**src/design/pfla_pkg.sv**
```systemverilog
// pfla_pkg: shared types and codes for the pool free-list allocator
// holds request/response payload structs, request kind codes and fsm states
// no dependencies
package pfla_pkg;

    localparam int POOL_ENTRIES_DEF = 256;

    localparam logic [1:0] KIND_ALLOC = 2'd0;
    localparam logic [1:0] KIND_FREE  = 2'd1;
    localparam logic [1:0] KIND_RESET = 2'd2;

    typedef struct packed {
        logic [1:0] kind;
        logic [7:0] block_index;
    } t_req;

    typedef struct packed {
        logic [7:0] granted_index;
        logic       ok;
    } t_rsp;

    typedef enum logic [1:0] {
        ST_CLEAR,
        ST_IDLE,
        ST_ALLOC
    } t_state;

endpackage

```
**src/design/pool_free_list_allocator.sv**
```systemverilog
// pool_free_list_allocator: lifo free list of fixed-size blocks
// link store in a one-port-write, one-port-read synchronous memory plus head register
// depends on pfla_pkg
//
// One request transaction in, one response transaction out. A free, an
// allocate on an empty pool and an undefined kind are answered from the idle
// state; an allocate first passes through ST_ALLOC, since the link of the head
// block comes out of the registered read port of the link memory. After reset,
// and after every pool-reset request, the link memory is rebuilt by a sweep
// over every entry, one entry per cycle, during which no request is accepted;
// the pool-reset response does not wait for the sweep. Responses are registered,
// so in idle a request is taken in the same cycle the previous response is taken.
module pool_free_list_allocator #(
    parameter int POOL_ENTRIES = pfla_pkg::POOL_ENTRIES_DEF
) (
    input  logic          i_clk,
    input  logic          i_rst_n,
    input  logic          i_in_valid,
    output logic          o_in_ready,
    input  pfla_pkg::t_req i_in_data,
    output logic          o_out_valid,
    input  logic          i_out_ready,
    output pfla_pkg::t_rsp o_out_data
);
    import pfla_pkg::*;

    localparam int AW = $clog2(POOL_ENTRIES);
    localparam int LW = $clog2(POOL_ENTRIES + 1);
    localparam logic [LW-1:0] END_MARK  = LW'(POOL_ENTRIES);
    localparam logic [AW-1:0] LAST_ADDR = AW'(POOL_ENTRIES - 1);

    logic [LW-1:0] mem_link [POOL_ENTRIES];

    t_state        r_state, n_state;
    logic [LW-1:0] r_head, n_head;
    logic          r_nonempty, n_nonempty;
    logic [AW-1:0] r_sweep, n_sweep;
    logic          r_out_valid, n_out_valid;
    t_rsp          r_out_data, n_out_data;
    logic [LW-1:0] r_link_q;

    logic          w_we;
    logic          w_re;
    logic [AW-1:0] w_waddr;
    logic [LW-1:0] w_wdata;
    logic          w_slot;
    logic          w_idx_ok;

    assign w_slot   = !r_out_valid || i_out_ready;
    assign w_idx_ok = (32'(i_in_data.block_index) < 32'(POOL_ENTRIES));

    always_ff @(posedge i_clk) begin
        if (w_we) begin
            mem_link[w_waddr] <= w_wdata;
        end
        if (w_re) begin
            r_link_q <= mem_link[r_head[AW-1:0]];
        end
    end

    always_comb begin
        n_state     = r_state;
        n_head      = r_head;
        n_nonempty  = r_nonempty;
        n_sweep     = r_sweep;
        n_out_valid = r_out_valid;
        n_out_data  = r_out_data;
        w_we        = 1'b0;
        w_re        = 1'b0;
        w_waddr     = r_sweep;
        w_wdata     = LW'(r_sweep) + LW'(1);
        o_in_ready  = 1'b0;

        if (r_out_valid && i_out_ready) begin
            n_out_valid = 1'b0;
        end

        unique case (r_state)
            ST_CLEAR: begin
                w_we = 1'b1;
                if (r_sweep == LAST_ADDR) begin
                    n_sweep = '0;
                    n_state = ST_IDLE;
                end else begin
                    n_sweep = r_sweep + AW'(1);
                end
            end
            ST_IDLE: begin
                o_in_ready = w_slot;
                if (i_in_valid && w_slot) begin
                    n_out_data = '{granted_index: 8'd0, ok: 1'b0};
                    case (i_in_data.kind)
                        KIND_ALLOC: begin
                            if (r_nonempty && r_head < END_MARK) begin
                                w_re    = 1'b1;
                                n_state = ST_ALLOC;
                            end else begin
                                n_out_valid = 1'b1;
                            end
                        end
                        KIND_FREE: begin
                            n_out_valid = 1'b1;
                            if (w_idx_ok) begin
                                w_we          = 1'b1;
                                w_waddr       = AW'(i_in_data.block_index);
                                w_wdata       = r_nonempty ? r_head : END_MARK;
                                n_head        = LW'(i_in_data.block_index);
                                n_nonempty    = 1'b1;
                                n_out_data.ok = 1'b1;
                            end
                        end
                        KIND_RESET: begin
                            n_out_valid   = 1'b1;
                            n_out_data.ok = 1'b1;
                            n_head        = '0;
                            n_nonempty    = 1'b1;
                            n_sweep       = '0;
                            n_state       = ST_CLEAR;
                        end
                        default: begin
                            n_out_valid = 1'b1;
                        end
                    endcase
                end
            end
            ST_ALLOC: begin
                if (w_slot) begin
                    n_out_valid = 1'b1;
                    n_out_data  = '{granted_index: 8'(r_head), ok: 1'b1};
                    n_state     = ST_IDLE;
                    if (r_link_q >= END_MARK) begin
                        n_nonempty = 1'b0;
                        n_head     = '0;
                    end else begin
                        n_head = r_link_q;
                    end
                end
            end
            default: begin
                n_state = ST_CLEAR;
            end
        endcase
    end

    always_ff @(posedge i_clk) begin
        if (!i_rst_n) begin
            r_state     <= ST_CLEAR;
            r_head      <= '0;
            r_nonempty  <= 1'b1;
            r_sweep     <= '0;
            r_out_valid <= 1'b0;
        end else begin
            r_state     <= n_state;
            r_head      <= n_head;
            r_nonempty  <= n_nonempty;
            r_sweep     <= n_sweep;
            r_out_valid <= n_out_valid;
        end
    end

    always_ff @(posedge i_clk) begin
        r_out_data <= n_out_data;
    end

    assign o_out_valid = r_out_valid;
    assign o_out_data  = r_out_data;

endmodule

```
**config.mk**
```make
export PLATFORM = sky130hd
export DESIGN_NAME = pool_free_list_allocator
export DESIGN_NICKNAME = d
export VERILOG_FILES = /design/src/design/pfla_pkg.sv /design/src/design/pool_free_list_allocator.sv
export SDC_FILE = /design/constraint.sdc
export NUM_CORES = 2
export LEC_CHECK = 0
export ABC_AREA = 1
export BUFFER_PORTS_ARGS = -buffer_cell sky130_fd_sc_hd__buf_2
export CORE_MARGIN = 4
export CORE_UTILIZATION = 42
export CTS_BUF_LIST = sky130_fd_sc_hd__clkbuf_4
export CTS_CLUSTER_SIZE = 25
export DETAILED_ROUTE_END_ITERATION = 7
export PLACE_DENSITY_LB_ADDON = 0.15
export SYNTH_ARGS = -nofsm -noshare
export SYNTH_HDL_FRONTEND = slang
export SYNTH_SLANG_ARGS = --single-unit
```
**constraint.sdc**
```tcl
create_clock -name i_clk -period 19.3 [get_ports i_clk]
set_input_delay 0.965 -clock i_clk [delete_from_list [all_inputs] [get_ports i_clk]]
set_output_delay 0.965 -clock i_clk [all_outputs]
set_load 0.01 [all_outputs]
```
; Word level (Yosys, flattened, before mapping)
; Memories as Yosys holds them, arrays and structs flattened. A register that Yosys moved wholly into a read port is not among the register bits.
; Index checks and enable logic that the tools add are counted.
[word_totals]
regBits = 30
ram_bits = 2304
elab_cells = 88
input_bits = 14
n_memories = 1
[memory_table]
columns = memory, depth, word_bits, read_ports, rd_ports_with_merged_regs, write_ports, line
row1 = mem_link, 256, 9, 1, 1, 1, pool_free_list_allocator.sv:32  ; logic [LW-1:0] mem_link [POOL_ENTRIES];
[classes]
add_sub_neg = 2
reduce_logical = 15
muxes = 47
eq_ne = 14
order_cmp = 2
[ops]
columns = cell, n
row1 = 2-to-1 mux 9 bit, 9
row2 = one-hot mux 9 bit (2 select lines), 3
row3 = 2-to-1 mux 8 bit, 6
row4 = 2-to-1 mux 1 bit, 19
row5 = one-hot mux 8 bit (2 select lines), 1
row6 = "inequality test 2 bit, second input constant", 5
row7 = AND reduction 5 bit, 2
row8 = "adder 8 x 1 -> 9 bit, second input constant", 1
row9 = ">= comparator 9 bit, second input constant", 1
row10 = "less-than comparator 9 bit, second input constant", 1
row11 = "adder 8 x 1 -> 8 bit, second input constant", 1
row12 = "== test 8 bit, second input constant", 1
row13 = 2-to-1 mux 2 bit, 4
row14 = one-hot mux 1 bit (2 select lines), 3
row15 = one-hot mux 2 bit (3 select lines), 1
row16 = AND reduction 3 bit, 2
row17 = "== test 2 x 1 -> 1 bit, second input constant", 2
row18 = "== test 2 bit, second input constant", 2
row19 = zero test 2 bit, 2
row20 = one-hot mux 2 bit (2 select lines), 1
row21 = AND reduction 4 bit, 1
row22 = nonzero test 2 bit, 2
row23 = logical AND 1 bit, 3
row24 = "inequality test 3 x 1 -> 1 bit, second input constant", 1
row25 = 6 further kinds, 6

; Longest topological paths before layout
[logic_depth]
ltp_word = 7
depth_mapped = 15
ltp_nobuf = 13

; Least setup slack after synthesis
; OpenSTA, ideal clock, no wires.
[synth_path]
kind = input to register
startpoint = input i_in_data[9] (netlist bit)
endpoint = memory mem_link[0][5] (netlist bit) (data pin)
cell_stages = 6
arrival_ns = 12.061
required_time_ns = 17.058
path_slack_ns = 4.997
path_cell_list = inv_1 ha_1 nand3_2 buf_2 clkbuf_1 o31ai_1
[synth_via]
elab_chain_cells = 4
[synth_rtl]
columns = element, line
row1 = from (decl), pool_free_list_allocator.sv:20  ; input pfla_pkg::t_req i_in_data,
row2 = == test 2 x 1 -> 1 bit, pool_free_list_allocator.sv:92  ; case (i_in_data.kind)
row3 = 2-to-1 mux 9 bit, pool_free_list_allocator.sv:92
row4 = 2-to-1 mux 9 bit, pool_free_list_allocator.sv:90  ; if (i_in_valid && w_slot) begin
row5 = 2-to-1 mux 9 bit, pool_free_list_allocator.sv:78  ; unique case (r_state)
row6 = named net w_wdata[5], pool_free_list_allocator.sv:45  ; logic [LW-1:0] w_wdata;
row7 = to (decl), pool_free_list_allocator.sv:32
; The timed path passes the listed nets, and every way through them passes these cells.

; Final worst setup path
[layout_path]
startpoint = register r_head[0]
endpoint = register r_link_q[4] (read register of mem_link) (data pin)
[layout_via]
elab_chain_cells = 6
[layout_rtl]
columns = element, line
row1 = from (decl), pool_free_list_allocator.sv:35  ; logic [LW-1:0] r_head, n_head;
row2 = from (signal assigned), pool_free_list_allocator.sv:154  ; r_head <= n_head;
row3 = less-than comparator 9 bit, pool_free_list_allocator.sv:94  ; if (r_nonempty && r_head < END_MARK) begin
row4 = logical AND 1 bit, pool_free_list_allocator.sv:94
row5 = 2-to-1 mux 1 bit, pool_free_list_allocator.sv:94
row6 = 2-to-1 mux 1 bit, pool_free_list_allocator.sv:92
row7 = 2-to-1 mux 1 bit, pool_free_list_allocator.sv:90
row8 = 2-to-1 mux 1 bit, pool_free_list_allocator.sv:78
row9 = to (decl), pool_free_list_allocator.sv:40  ; logic [LW-1:0] r_link_q;
; Several ways; a longest one is shown, not always the timed one.
; A chain may end at the register's enable or synchronous reset.

==> reports/results.tsv <==
metric	value	unit
Post-DP Area	97720	sq um
post-route insts no fill	11662	
Yosys reg bits	2343	
endpoint kind of the worst setup timing path	flip-flop	
Hold Slack	0.2193	ns
internal power	9.482	mW
gp weighted congestion	0.8785	
fillcell total	20562	
headroom to the max-slew limit	5.123	%
worst hold start	i_in_valid	
Post-synth EDFFs	2322	
drt initial violations	6775	
Comb power frac	32.0	%
share of cells above drive strength 1	13.65	%
port bufs	24	
CTS tree	built	
clock buffer depth	4	
Final Hold Fails	0	
synth top area cells	edfxtp_1 (73%), nand3_1 (12%), nand2_1 (9.6%)	
Core ar.	224900	sq um
CP delay by family, top	buffers and inverters	
Worst Clk Skew	0.1156	ns
Die W	483.7	microns
DP Cell Count	10604	
synthesized area	95060	sq um
clock share of power	28.1	%
gr usage total	23.86	%
CTS Buf Count	631	
Final nets	8285	
setup TNS	0	ns
Routed Antenna Nets	0	
HP Class	in2reg	
WP data required	20.55	ns
post-layout minimum cycle time	6.221	ns
power density cells	145.9	nW/um^2
sequential element share of the synthesized area	73.80	%
Hold Path Cell Cnt	5	
reg2reg end	r_link_q[4]	
Max Slew Vio Count	0	
Vias/cell	5.533	
area delta synth->final	11.10	%
maximum VDD drop	0.2397	mV
Crit-path slowest cell	buf_4	
Via Count	64522	
clock sinks	2343	
Netlist cell types	35	
RSZ-0062 raised after global routing	no	
Setup-failing EPs final	0	
synthesized instance count	8037	
maximum number of pins on one net before global-route repair	199	
FF-to-FF Start	r_head[0]	
Critical Path Fanout Max	198	
Post-synth top cells	nand2_1 (2423), edfxtp_1 (2322), nand3_1 (2292), nor2_1 (263), clkbuf_1 (251)	
Max Cap Violations	0	
grt total ovfl	0	
first-pass GRT wire length	420200	microns
Static Leakage	37.22	nW
Reg clk slew, reported paths	0.07	ns
top-count cell post-synth	nand2_1	
Worst setup SP type	flip-flop	
fin area	105600	sq um
critical path arrival	7.47	ns
Post-CTS Setup Bufs	0	
actual slew at the worst max-slew pin	1.423	ns
Syn Area/Cell	11.83	sq um
die area	234000	sq um
Sw Share	38.45	%
DPL Wire Length	152600	microns
Initial Util	42.27	%
internal reg-to-reg setup slack	13.08	ns
Vert. Die Dim	483.7	microns
row count	174	
r2r worst-path depth	15	
crit-path most repeated cell	nand3_1	
Worst Hold End	o_out_valid	
vias in the first global route	61923	
H-tree levels	6	
Sw Pwr	5.923	mW
Seq pwr share	39.9	%
crit path buf inv count	5	
outcome	completed	
WP depth	15	
initial antenna violation count	26	
Yosys top cell by area	edfxtp_1	
critical-path cell list	inv_8, buf_12, buf_4, buf_12, buf_4, nand2_1, nand3_1, nand3_1, nand3_1, nand3_1, nand3_1, nand3_1, nand2_1, nand2_1, nand2_1	
YS warnings	0	
# IOs	25	
Clk Latency, worst-skew pair	1.41	ns
wire per inst	24.49	microns
CP peak stage delay	0.90	ns
final worst path period share	32.24	%
Post-Syn Nets	8059	
# DRC	0	
Routed WL	285600	microns
total power	15.40	mW
Max Clk Rate	160.7	MHz
share of the synthesized area in the top cell type	73.35	%
clk root buf	clkbuf_4	
async set or reset register ratio after synthesis	0	%
Primary FF master, synth	edfxtp_1	
Setup CP Type	reg2reg	
Pre-antenna DRT Iters	7	
==> worst max-delay path by stage <==
| stage | from | endpoint | slack [ns] |
|---|---|---|---|
| after floorplan | i_in_data[9] | mem_link[0][5] | 5.00 |
| after global placement | r_head[0] | r_link_q[4] | 13.30 |
| after detailed placement | r_head[0] | r_link_q[3] | 13.30 |
| after CTS | r_head[0] | r_link_q[3] | 13.25 |
| after global routing | r_head[0] | r_link_q[5] | 12.82 |
| final | r_head[0] | r_link_q[4] | 13.08 |
==> registers in the layout, summed over array words and instances, names as in the netlist <==
register,cells
o_out_valid,1
r_nonempty,1
r_state,2
r_sweep,8
o_out_data,9
mem_link,2304
r_link_q,9
r_head,9
==> placed cells by master (no fill, tap or decap), types with 17 or more instances in the layout <==
cell           instances
buf_4                 80
clkinv_1              55
dlygate4sd3_1         18
edfxtp_1            2322
nand2_1             2419
nor2_1               263
buf_2                 24
clkbuf_4             946
o21ai_0               17
nand2_2               19
nand3_1             2280
inv_1                 40
inv_2                 22
==> what timing repair did <==
action / CTS / global route
gates resized for setup: 0 / 0
setup endpoints to repair: 0 / 0
hold buffers: 18 / 0
endpoints found under the hold margin: 14 / 0
==> worst reg2reg max path: cells and delay by family (launching register included) <==
| kind | cells | cell delay, ns |
|---|---|---|
| and+or+nand+nor | 10 | 1.11 |
| DFF | 1 | 0.55 |
| buffers and inverters | 5 | 4.39 |
==> metrics by stage <==
stage               utilization (%)  setup WS [ns]
floorplan                         -          4.997
global placement              43.45          13.30
detailed placement            43.45          13.30
CTS                           46.94          13.25
global route                  46.95          12.82
finish                        46.96          13.08
==> cell families after synthesis <==
kind of cell | Yosys count | share of synthesized area, %
simple gates | 5018 | 22.98
flops | 2343 | 73.80
buf+inv | 604 | 2.663
compound gates | 58 | 0.3962
fa+ha+maj | 8 | 0.1053
xor+xnor | 6 | 0.05528
==> routing by layer <==
| layer | GRT usage (%) | share of wire [%] | up-vias |
|---|---|---|---|
| met5 | 0 | 0.013 | - |
| met4 | 9.101 | 3.3 | 6 |
| li1 | - | - | 29407 |
| met1 | 33.80 | 43 | 31865 |
| met3 | 4.682 | 7.6 | 517 |
| met2 | 36.55 | 46 | 2727 |
==> power by group through the flow <==
stage | combinational, mW | sequential (mW) | clock [mW]
6_report | 4.93 | 6.15 | 4.33
5_1_grt | 5.32 | 6.15 | 4.72
4_1_cts | 4.92 | 6.14 | 4.42
3_5_place_dp | 4.89 | 6.25 | 0
3_3_place_gp | 4.88 | 6.25 | 0
2_1_floorplan | 2.99 | 6.32 | 0
==> area by class of cell <==
type / count / area, sq um / share of cell area, %
sequential: 2343 / 70170 / 66.44
multi-input combinational: 5090 / 22560 / 21.36
clock buffer: 946 / 7102 / 6.725
tap: 2992 / 3744 / 3.545
timing repair buffer: 135 / 1161 / 1.100
clock inverter: 79 / 560.5 / 0.5308
inverter: 62 / 269.0 / 0.2547
antenna: 15 / 37.54 / 0.03554
Power figures use the tool's default switching activity.
